### src/hdl/gsam_pkg.sv
// ----------------------------------------------------------------------------
// Gyro spin angle monitor package
// Shared constants, codes and types for the spin angle monitor.
// ----------------------------------------------------------------------------
package gsam_pkg;

   // Rate format is signed Q(15-F).F deg/s
   localparam int RATE_FRAC_BITS = 6;

   // One degree = 2 * 2^F * 1e6 units = 2^DEG_SHIFT * DEG_ODD
   localparam int DEG_SHIFT = RATE_FRAC_BITS + 7;
   localparam int DEG_ODD   = 15625;

   // Accumulator and its magnitude
   localparam int ACC_W = 64;
   localparam int MAG_W = ACC_W - 1;
   localparam int SHW   = MAG_W - DEG_SHIFT;

   // Target magnitude times DEG_ODD stays below 2^29
   localparam int TGT_W = 15;
   localparam int TSC_W = 29;
   localparam logic [TSC_W-1:0] DEG_ODD_C = TSC_W'(DEG_ODD);

   // |acc| >> DEG_SHIFT at or above this saturates the degree output
   localparam logic [TSC_W-1:0] SAT_Q = TSC_W'(32768 * DEG_ODD);

   // floor(x / DEG_ODD) for x < 2^29 as (x * RECIP_MUL) >> RECIP_SHIFT
   localparam int RECIP_W     = 30;
   localparam int RECIP_SHIFT = 43;
   localparam logic [RECIP_W-1:0] RECIP_MUL = 30'd562949954;
   localparam int PROD_W      = TSC_W + RECIP_W;

   // Saturation limits of the accumulator, +/-(2^63 - 1)
   localparam logic signed [ACC_W-1:0] ACC_MAX = {1'b0, {(ACC_W-1){1'b1}}};
   localparam logic signed [ACC_W-1:0] ACC_MIN = {1'b1, {(ACC_W-2){1'b0}}, 1'b1};

   // Configuration registers
   localparam int CSR_W     = 20;
   localparam int CSR_IDX_W = 1;
   localparam logic [CSR_IDX_W-1:0] CSR_MIN_INTERVAL = 1'b0;
   localparam logic [CSR_IDX_W-1:0] CSR_SPIN_TIMEOUT = 1'b1;
   localparam logic [19:0] MIN_INTERVAL_RST = 20'd10000;
   localparam logic [15:0] SPIN_TIMEOUT_RST = 16'd10000;

   // Item kinds
   localparam logic KIND_START = 1'b0;
   localparam logic KIND_POLL  = 1'b1;

   // Result events
   typedef enum logic [2:0] {
      EV_NONE  = 3'd0,
      EV_LEFT  = 3'd1,
      EV_RIGHT = 3'd2,
      EV_DONE  = 3'd3,
      EV_ABORT = 3'd4
   } event_type;

   // One request item
   typedef struct packed {
      logic               kind;
      logic signed [15:0] spin_angle;
      logic signed [15:0] gyro_rate;
      logic [31:0]        time_us;
      logic [31:0]        time_ms;
   } req_item_type;

   // Accumulator view handed to the decision logic
   typedef struct packed {
      logic               reached;
      logic signed [15:0] angle_deg;
   } acc_view_type;

endpackage

### src/hdl/gsam_angle_conv.sv
// ----------------------------------------------------------------------------
// Accumulator to degrees converter
// Turns the accumulator into saturated whole degrees (toward zero) and
// compares its magnitude against the scaled target.
// ----------------------------------------------------------------------------
module gsam_angle_conv (
   input  logic signed [gsam_pkg::ACC_W-1:0] acc,
   input  logic [gsam_pkg::TSC_W-1:0]        target_scaled,
   output gsam_pkg::acc_view_type            view
);

   logic [gsam_pkg::ACC_W-1:0]  acc_neg;
   logic [gsam_pkg::MAG_W-1:0]  mag;
   logic [gsam_pkg::SHW-1:0]    mag_sh;
   logic                        sat;
   logic [gsam_pkg::PROD_W-1:0] prod;
   logic [15:0]                 quo;

   // Magnitude; the accumulator never reaches -2^63
   assign acc_neg = -acc;
   assign mag     = acc[gsam_pkg::ACC_W-1] ? acc_neg[gsam_pkg::MAG_W-1:0]
                                           : acc[gsam_pkg::MAG_W-1:0];

   // Drop the power-of-two part of the degree scale
   assign mag_sh = mag[gsam_pkg::MAG_W-1:gsam_pkg::DEG_SHIFT];

   assign sat = (mag_sh >= gsam_pkg::SHW'(gsam_pkg::SAT_Q));

   // Divide by the odd part through a reciprocal multiply, exact below 2^29
   assign prod = gsam_pkg::PROD_W'(mag_sh[gsam_pkg::TSC_W-1:0]) *
                 gsam_pkg::PROD_W'(gsam_pkg::RECIP_MUL);
   assign quo  = {1'b0, prod[gsam_pkg::RECIP_SHIFT +: 15]};

   // Target check and signed, saturated result
   always_comb begin
      view.reached = (mag_sh >= gsam_pkg::SHW'(target_scaled));
      if (sat) begin
         view.angle_deg = acc[gsam_pkg::ACC_W-1] ? 16'sh8000 : 16'sh7FFF;
      end else if (acc[gsam_pkg::ACC_W-1]) begin
         view.angle_deg = -quo;
      end else begin
         view.angle_deg = quo;
      end
   end

endmodule

### src/hdl/gyro_spin_angle_monitor.sv
// ----------------------------------------------------------------------------
// Gyro spin angle monitor: trapezoidal gyro integration with turn tracking
// A request passes the input stage register, then the output register that
// holds its result; one item per cycle while the result side is not stalled,
// as the execute stage does the rate multiply and accumulator update at once.
// Synchronous reset disarms, clears state and loads both registers with 10000.
// ----------------------------------------------------------------------------
module gyro_spin_angle_monitor (
   input  logic                              clock,
   input  logic                              reset,
   // Configuration write port
   input  logic                              csr_wen,
   input  logic [gsam_pkg::CSR_IDX_W-1:0]    csr_index,
   input  logic [gsam_pkg::CSR_W-1:0]        csr_wdata,
   // Request stream
   input  logic                              req_tvalid,
   output logic                              req_tready,
   // [15:0] spin_angle, [31:16] gyro_rate, [63:32] time_us, [95:64] time_ms
   input  logic [95:0]                       req_tdata,
   // [0] kind
   input  logic [0:0]                        req_tuser,
   // Result stream
   output logic                              rsp_tvalid,
   input  logic                              rsp_tready,
   // [15:0] angle_deg
   output logic [15:0]                       rsp_tdata,
   // [2:0] event_res
   output logic [2:0]                        rsp_tuser
);

   // Configuration
   logic [19:0]                         min_interval_ff, min_interval_in;
   logic [15:0]                         spin_timeout_ff, spin_timeout_in;

   // Input stage
   logic                                in_valid_ff, in_valid_in;
   gsam_pkg::req_item_type              in_item_ff, in_item_in;
   gsam_pkg::req_item_type              req_item;

   // Spin state
   logic                                armed_ff, armed_in;
   logic [gsam_pkg::TSC_W-1:0]          tgt_scaled_ff, tgt_scaled_in;
   logic signed [gsam_pkg::ACC_W-1:0]   acc_ff, acc_in;
   logic signed [15:0]                  prev_rate_ff, prev_rate_in;
   logic [31:0]                         prev_time_us_ff, prev_time_us_in;
   logic [31:0]                         start_time_ms_ff, start_time_ms_in;

   // Output stage
   logic                                out_valid_ff, out_valid_in;
   gsam_pkg::event_type                 out_event_ff, out_event_in;
   logic signed [15:0]                  out_deg_ff, out_deg_in;

   // Handshake
   logic                                advance;
   logic                                exec_fire;
   logic                                in_fire;

   // Execute datapath
   gsam_pkg::acc_view_type              view;
   logic                                ang_neg;
   logic [16:0]                         ang_neg17;
   logic [15:0]                         ang_mag16;
   logic [gsam_pkg::TGT_W-1:0]          ang_mag;
   logic [gsam_pkg::TSC_W-1:0]          tgt_start;
   logic [31:0]                         dt_us;
   logic [31:0]                         el_ms;
   logic                                timed_out;
   logic                                interval_ok;
   logic signed [16:0]                  rate_sum;
   logic signed [49:0]                  inc;
   logic signed [gsam_pkg::ACC_W:0]     sum;
   logic                                pos_ovf;
   logic                                neg_ovf;
   logic signed [gsam_pkg::ACC_W-1:0]   acc_next;
   gsam_pkg::event_type                 ev;
   logic signed [15:0]                  deg;

   // Stream unpacking
   assign req_item.kind       = req_tuser[0];
   assign req_item.spin_angle = req_tdata[15:0];
   assign req_item.gyro_rate  = req_tdata[31:16];
   assign req_item.time_us    = req_tdata[63:32];
   assign req_item.time_ms    = req_tdata[95:64];

   // Stage control
   assign advance    = !out_valid_ff || rsp_tready;
   assign exec_fire  = in_valid_ff && advance;
   assign req_tready = !in_valid_ff || advance;
   assign in_fire    = req_tvalid && req_tready;

   // Register writes
   always_comb begin
      min_interval_in = min_interval_ff;
      spin_timeout_in = spin_timeout_ff;
      if (csr_wen) begin
         unique case (csr_index)
            gsam_pkg::CSR_MIN_INTERVAL: min_interval_in = csr_wdata;
            gsam_pkg::CSR_SPIN_TIMEOUT: spin_timeout_in = csr_wdata[15:0];
            default: ;
         endcase
      end
   end

   // Accumulator view: degrees and target reached
   gsam_angle_conv u_angle_conv (
      .acc           (acc_ff),
      .target_scaled (tgt_scaled_ff),
      .view          (view)
   );

   // Start: target magnitude, saturated for the most negative angle
   assign ang_neg   = in_item_ff.spin_angle[15];
   assign ang_neg17 = -{in_item_ff.spin_angle[15], in_item_ff.spin_angle};
   assign ang_mag16 = ang_neg ? ang_neg17[15:0] : in_item_ff.spin_angle;
   assign ang_mag   = ang_mag16[15] ? {gsam_pkg::TGT_W{1'b1}}
                                    : ang_mag16[gsam_pkg::TGT_W-1:0];
   assign tgt_start = gsam_pkg::TSC_W'(ang_mag) * gsam_pkg::DEG_ODD_C;

   // Poll: wrap-safe elapsed times
   assign dt_us       = in_item_ff.time_us - prev_time_us_ff;
   assign el_ms       = in_item_ff.time_ms - start_time_ms_ff;
   assign timed_out   = (el_ms > {16'd0, spin_timeout_ff});
   assign interval_ok = (dt_us >= {12'd0, min_interval_ff});

   // Trapezoid step and saturating add
   assign rate_sum = {prev_rate_ff[15], prev_rate_ff} +
                     {in_item_ff.gyro_rate[15], in_item_ff.gyro_rate};
   assign inc      = rate_sum * $signed({1'b0, dt_us});
   assign sum      = {acc_ff[gsam_pkg::ACC_W-1], acc_ff} + (gsam_pkg::ACC_W+1)'(inc);
   assign pos_ovf  = !sum[gsam_pkg::ACC_W] && sum[gsam_pkg::ACC_W-1];
   assign neg_ovf  = sum[gsam_pkg::ACC_W] &&
                     (!sum[gsam_pkg::ACC_W-1] || (sum[gsam_pkg::ACC_W-2:0] == '0));
   assign acc_next = pos_ovf ? gsam_pkg::ACC_MAX :
                     neg_ovf ? gsam_pkg::ACC_MIN : sum[gsam_pkg::ACC_W-1:0];

   // Decision for the item in the input stage
   always_comb begin
      armed_in         = armed_ff;
      tgt_scaled_in    = tgt_scaled_ff;
      acc_in           = acc_ff;
      prev_rate_in     = prev_rate_ff;
      prev_time_us_in  = prev_time_us_ff;
      start_time_ms_in = start_time_ms_ff;
      ev               = gsam_pkg::EV_NONE;
      deg              = '0;
      if (exec_fire) begin
         priority if (in_item_ff.kind == gsam_pkg::KIND_START) begin
            if (in_item_ff.spin_angle != '0) begin
               armed_in         = 1'b1;
               tgt_scaled_in    = tgt_start;
               acc_in           = '0;
               prev_rate_in     = in_item_ff.gyro_rate;
               prev_time_us_in  = in_item_ff.time_us;
               start_time_ms_in = in_item_ff.time_ms;
               ev = ang_neg ? gsam_pkg::EV_RIGHT : gsam_pkg::EV_LEFT;
            end else begin
               // zero angle completes at once
               armed_in      = 1'b0;
               tgt_scaled_in = '0;
               acc_in        = '0;
               ev            = gsam_pkg::EV_DONE;
            end
         end else if (armed_ff) begin
            priority if (view.reached) begin
               armed_in      = 1'b0;
               tgt_scaled_in = '0;
               acc_in        = '0;
               deg           = view.angle_deg;
               ev            = gsam_pkg::EV_DONE;
            end else if (timed_out) begin
               deg = view.angle_deg;
               ev  = gsam_pkg::EV_ABORT;
            end else if (interval_ok) begin
               acc_in          = acc_next;
               prev_rate_in    = in_item_ff.gyro_rate;
               prev_time_us_in = in_item_ff.time_us;
            end else begin
               // too soon after the last sample
               ev = gsam_pkg::EV_NONE;
            end
         end else begin
            // idle poll
            ev = gsam_pkg::EV_NONE;
         end
      end
   end

   // Stage loads
   always_comb begin
      in_valid_in  = in_valid_ff;
      in_item_in   = in_item_ff;
      out_valid_in = out_valid_ff;
      out_event_in = out_event_ff;
      out_deg_in   = out_deg_ff;
      if (req_tready) begin
         in_valid_in = req_tvalid;
      end
      if (in_fire) begin
         in_item_in = req_item;
      end
      if (advance) begin
         out_valid_in = in_valid_ff;
      end
      if (exec_fire) begin
         out_event_in = ev;
         out_deg_in   = deg;
      end
   end

   // Control and state registers
   always_ff @(posedge clock) begin
      if (reset) begin
         min_interval_ff  <= gsam_pkg::MIN_INTERVAL_RST;
         spin_timeout_ff  <= gsam_pkg::SPIN_TIMEOUT_RST;
         in_valid_ff      <= 1'b0;
         out_valid_ff     <= 1'b0;
         armed_ff         <= 1'b0;
         tgt_scaled_ff    <= '0;
         acc_ff           <= '0;
         prev_rate_ff     <= '0;
         prev_time_us_ff  <= '0;
         start_time_ms_ff <= '0;
      end else begin
         min_interval_ff  <= min_interval_in;
         spin_timeout_ff  <= spin_timeout_in;
         in_valid_ff      <= in_valid_in;
         out_valid_ff     <= out_valid_in;
         armed_ff         <= armed_in;
         tgt_scaled_ff    <= tgt_scaled_in;
         acc_ff           <= acc_in;
         prev_rate_ff     <= prev_rate_in;
         prev_time_us_ff  <= prev_time_us_in;
         start_time_ms_ff <= start_time_ms_in;
      end
   end

   // Payload registers
   always_ff @(posedge clock) begin
      in_item_ff   <= in_item_in;
      out_event_ff <= out_event_in;
      out_deg_ff   <= out_deg_in;
   end

   // Result stream
   assign rsp_tvalid = out_valid_ff;
   assign rsp_tdata  = out_deg_ff;
   assign rsp_tuser  = out_event_ff;

   // Disarming only happens with a completion result
   a_disarm_done : assert property (@(posedge clock) disable iff (reset)
      (!$past(reset) && $fell(armed_ff)) |->
         (out_valid_ff && (out_event_ff == gsam_pkg::EV_DONE)))
      else $error("disarm without completion result");

   // Idle state keeps a clear accumulator
   a_idle_acc_clear : assert property (@(posedge clock) disable iff (reset)
      (!$past(reset) && !armed_ff) |-> (acc_ff == '0))
      else $error("accumulator not clear while idle");

   // A nonzero start reports a direction
   a_start_dir : assert property (@(posedge clock) disable iff (reset)
      (exec_fire && (in_item_ff.kind == gsam_pkg::KIND_START) &&
       (in_item_ff.spin_angle != '0)) |=>
         (rsp_tvalid && ((rsp_tuser == gsam_pkg::EV_LEFT) ||
                         (rsp_tuser == gsam_pkg::EV_RIGHT))))
      else $error("start without direction result");

   // Only completion and abort carry an angle
   a_quiet_angle : assert property (@(posedge clock) disable iff (reset)
      (out_valid_ff && ((out_event_ff == gsam_pkg::EV_NONE) ||
                        (out_event_ff == gsam_pkg::EV_LEFT) ||
                        (out_event_ff == gsam_pkg::EV_RIGHT))) |->
         (out_deg_ff == '0))
      else $error("nonzero angle on a quiet result");

endmodule

### config.mk
export PLATFORM = sky130hd
export DESIGN_NAME = gyro_spin_angle_monitor
export DESIGN_NICKNAME = d
export VERILOG_FILES = /design/src/hdl/gsam_pkg.sv /design/src/hdl/gsam_angle_conv.sv /design/src/hdl/gyro_spin_angle_monitor.sv
export SDC_FILE = /design/constraint.sdc
export NUM_CORES = 2
export LEC_CHECK = 0
export BUFFER_PORTS_ARGS = -buffer_cell sky130_fd_sc_hd__buf_2
export CORE_MARGIN = 3
export CORE_UTILIZATION = 45
export CTS_BUF_LIST = sky130_fd_sc_hd__clkbuf_8
export DETAILED_ROUTE_END_ITERATION = 10
export PLACE_DENSITY_LB_ADDON = 0.2
export SLEW_MARGIN = 25
export SYNTH_ARGS = -nofsm -noshare
export SYNTH_HDL_FRONTEND = slang
export SYNTH_SLANG_ARGS = --single-unit
export TNS_END_PERCENT = 10
### constraint.sdc
create_clock -name clock -period 33.3 [get_ports clock]
set_clock_uncertainty 0.1 [all_clocks]
set_input_delay 6.66 -clock clock [delete_from_list [all_inputs] [get_ports clock]]
set_output_delay 6.66 -clock clock [all_outputs]
set_load 0.05 [all_outputs]
==> results.md <==
* Die height at 362 µm
* Post-route fraction of the period consumed by the critical path at 42.5%
* Arr. time, crit path at 7.41 ns
* Number of distinct library cell variants in the gate-level netlist after synthesis at 89
* DRC violation total after the first TritonRoute iteration at 2606
* Total negative slack at 0 ns
* Top cells by area in the synthesized netlist: sky130_fd_sc_hd__fa_1 (31%), sky130_fd_sc_hd__ha_1 (17%), sky130_fd_sc_hd__inv_1 (9.0%), sky130_fd_sc_hd__dfxtp_1 (7.5%), sky130_fd_sc_hd__edfxtp_1 (6.1%)
* Routed length on met2 at 73800 µm
* Data required time at the worst endpoint at 26.54 ns
* Peak Freq at 0.0706 GHz
* Post-route core utilization at 49.0%
* Synth Warn # at 0
* CP Max Fanout at 4
* Number of top-level pins at 144
* Post-Syn Area at 56900 µm²
* Root Driver: sky130_fd_sc_hd__clkbuf_8
* Worst reg2reg path startpoint: in_item_ff[64]
* Hpwl dp at 130000 µm
* Setup violations, final at 0
* Uppermost metal layer occupied by signal nets: met4
* Status: completed
* Yosys top cell by area: sky130_fd_sc_hd__fa_1
* DRT met1 WL at 68500 µm
* Detailed-route wire length per cell at 19.3 µm
* Slew HR at 25.5%
* Wire length of the first global-routing pass at 252000 µm
* Slowest library cell on the worst path: sky130_fd_sc_hd__nor2b_1
* Cells on worst reg2reg path at 37
* RSZ-0062 raised after global routing: false
* Cells after Synth at 6341
* Sink count of the clock tree at 328
* Number of register bits inferred by synthesis at 328
* Largest delay contributor family on the critical path: simple AND/OR/NAND/NOR gates
* GRT Util Overall at 24.4%
* CTS Buffer Depth at 3
* # rows at 129
* Number of iterations in the first detailed-routing pass at 6
* Max-slew violation count at 0
* Cell occurring most often along the worst timing path: sky130_fd_sc_hd__buf_2
* FFs w/ async S/R, synth at 0%
* Critical path cell sequence: buf_2 -> nor2b_1 -> nand2_1 -> buf_2
* Length of routed met3 wiring at 9790 µm
* Final instance area at 61100 µm²
* Yosys top cell area share at 31.0%
* Post-CTS Hold Buffers at 0
* Count leader, synth: sky130_fd_sc_hd__inv_1
* Final wirelength at 157000 µm
* Final hold violation count at 0
* Synth Net Count at 8136
* Port bufs at 143
* Buffer count from post-CTS setup fixing at 0
* Count of nets left with antenna violations after detail routing at 0
* Number of buffer and inverter instances along the worst setup path at 2
* Vias in the first global route at 45600
* Average cell area after synthesis at 8.97 µm²
* Nets at 8231
* Post-layout instance count excluding filler cells at 8123
* Remaining DRCs at 0
* DIE WIDTH at 362 µm
* TritonCTS clock tree: built
* Register area share after synthesis at 13.6%
* Maximum capacitance violations at 0
* Pin count of the biggest net entering global routing at 68
* RePlAce Congestion at 0.948
* Core region area at 125000 µm²
* Placed insts at 8013
* Post-synth top flop: sky130_fd_sc_hd__dfxtp_1
* Critical Path End Type: output pin
* Commonest cells in the netlist: sky130_fd_sc_hd__inv_1 (1360), sky130_fd_sc_hd__fa_1 (881), sky130_fd_sc_hd__ha_1 (791)
* Number of logic stages on the critical path including buffering at 4
* Transition time at the pin with the least slew margin at 1.12 ns
* Cell area after placement at 59800 µm²
* Startpoint Class: input port
* Reg2Reg Capture Point: acc_ff[30]
* Congestion Overflow GR at 0
* CP startpoint: rsp_tready
* Hold Path Class: reg2reg
* Starting Density at 45.7%
* Number of synthesized flops with an enable pin at 116
* Clock transition at the register clock pins on the worst setup and hold paths after CTS at 0.06 ns
* CP Capture Point: req_tready
* Internal reg-to-reg setup slack at 19.58 ns
* Initial antenna violation count at 2
* Delay contributed by the slowest stage of the critical path at 0.30 ns
* Total of cells resized after clock tree synthesis at 0
* Critical path start-end classification: in2out
* H-Tree Depth at 2
* Layout cell share with drive strength beyond 1 at 6.25%
* Clock insertion delay at the later pin of the skew report at 0.75 ns
* Die outline area at 131000 µm²
* Vias after detailed routing at 43600
* Clock period minus worst slack at 14.17 ns
* Layout area overhead at 7.42%
* Vias per cell at 5.37
* Cts bufs inserted at 58
==> logic make-up after synthesis <==
logic type,count (synthesis),synth area share (%)
compound gates,969,11.0
buf+inv,1563,10.4
mux,74,1.32
fa+ha+maj,1672,48.4
xor+xnor,200,3.08
flops,328,13.6
simple gates,1535,12.2
==> metrics by stage <==
step / setup slack [ns] / hold WS [ns]
6_report: 19.13 / 0.354
5_1_grt: 18.39 / 0.371
4_1_cts: 19.14 / 0.355
3_5_place_dp: 19.15 / 0.347
3_3_place_gp: 19.15 / 0.342
2_1_floorplan: 19.36 / 0.332
==> cell usage in the layout (no fill, tap or decap), types with 16 or more instances in the layout <==
| cell | instances |
|---|---|
| sky130_fd_sc_hd__a211oi_1 | 30 |
| sky130_fd_sc_hd__a21boi_0 | 16 |
| sky130_fd_sc_hd__a21o_1 | 90 |
| sky130_fd_sc_hd__a21oi_1 | 308 |
| sky130_fd_sc_hd__a22o_1 | 58 |
| sky130_fd_sc_hd__a31oi_1 | 22 |
| sky130_fd_sc_hd__and2_1 | 32 |
| sky130_fd_sc_hd__and3_1 | 30 |
| sky130_fd_sc_hd__buf_2 | 142 |
| sky130_fd_sc_hd__buf_4 | 91 |
| sky130_fd_sc_hd__clkbuf_8 | 67 |
| sky130_fd_sc_hd__dfxtp_1 | 211 |
| sky130_fd_sc_hd__edfxtp_1 | 116 |
| sky130_fd_sc_hd__fa_1 | 881 |
| sky130_fd_sc_hd__ha_1 | 791 |
| sky130_fd_sc_hd__inv_1 | 1378 |
| sky130_fd_sc_hd__mux2i_1 | 67 |
| sky130_fd_sc_hd__nand2_1 | 616 |
| sky130_fd_sc_hd__nand2b_1 | 38 |
| sky130_fd_sc_hd__nand3_1 | 82 |
| sky130_fd_sc_hd__nand4_1 | 57 |
| sky130_fd_sc_hd__nor2_1 | 448 |
| sky130_fd_sc_hd__nor2b_1 | 48 |
| sky130_fd_sc_hd__nor3_1 | 52 |
| sky130_fd_sc_hd__nor4_1 | 25 |
| sky130_fd_sc_hd__o211ai_1 | 30 |
| sky130_fd_sc_hd__o21a_1 | 28 |
| sky130_fd_sc_hd__o21ai_0 | 180 |
| sky130_fd_sc_hd__o21bai_1 | 28 |
| sky130_fd_sc_hd__o31ai_1 | 30 |
| sky130_fd_sc_hd__or2_2 | 22 |
| sky130_fd_sc_hd__or3_1 | 18 |
| sky130_fd_sc_hd__xnor2_1 | 105 |
| sky130_fd_sc_hd__xnor2_2 | 18 |
| sky130_fd_sc_hd__xor2_1 | 70 |
==> worst reg2reg max path: cells and delay by family (launching register included) <==
kind / cells / cell delay (ns)
AOI/OAI and AO/OA: 18 / 5.57
DFF: 1 / 0.35
buffers and inverters: 4 / 0.57
and+or+nand+nor: 5 / 2.35
xor gates and xnor gates: 1 / 0.49
adders and majority gates: 9 / 4.14
==> state kept, by name, indices dropped and copies added (netlist names), 3 cells and up <==
signal / cells
in_item_ff: 96
acc_ff: 64
prev_time_us_ff: 32
start_time_ms_ff: 32
tgt_scaled_ff: 29
min_interval_ff: 20
prev_rate_ff: 16
rsp_tdata: 16
spin_timeout_ff: 16
rsp_tuser: 3
==> final cells by class <==
cell class	count	area, µm²
clock inverter	41	358
antenna	2	5.00
inverter	1364	5120
timing repair buffer	234	1420
multi-input combinational	4450	43500
sequential	328	7730
clock buffer	67	922
tap	1637	2050
fill	12000	63500
==> how the worst min path moves through the flow <==
stage | startpoint | end | slack, ns | cells past startpoint
4_1_cts | start_time_ms_ff[27] | start_time_ms_ff[27] | 0.36 | 2
2_1_floorplan | tgt_scaled_ff[25] | tgt_scaled_ff[25] | 0.33 | 2
6_report | start_time_ms_ff[16] | start_time_ms_ff[16] | 0.35 | 2
3_5_place_dp | start_time_ms_ff[26] | start_time_ms_ff[26] | 0.35 | 2
5_1_grt | start_time_ms_ff[27] | start_time_ms_ff[27] | 0.37 | 2
3_3_place_gp | start_time_ms_ff[23] | start_time_ms_ff[23] | 0.34 | 2
==> per-layer routing <==
metal | up-vias | global-route usage [%]
li1 | 20600 | -
met1 | 21600 | 32.7
met2 | 1189 | 41.1
met3 | 234 | 3.35
met4 | 0 | 7.31
met5 | - | 0
Power is left out: the tool's default activity adds up to more than one toggle a clock period on the data nets, which glitch-free logic cannot reach.
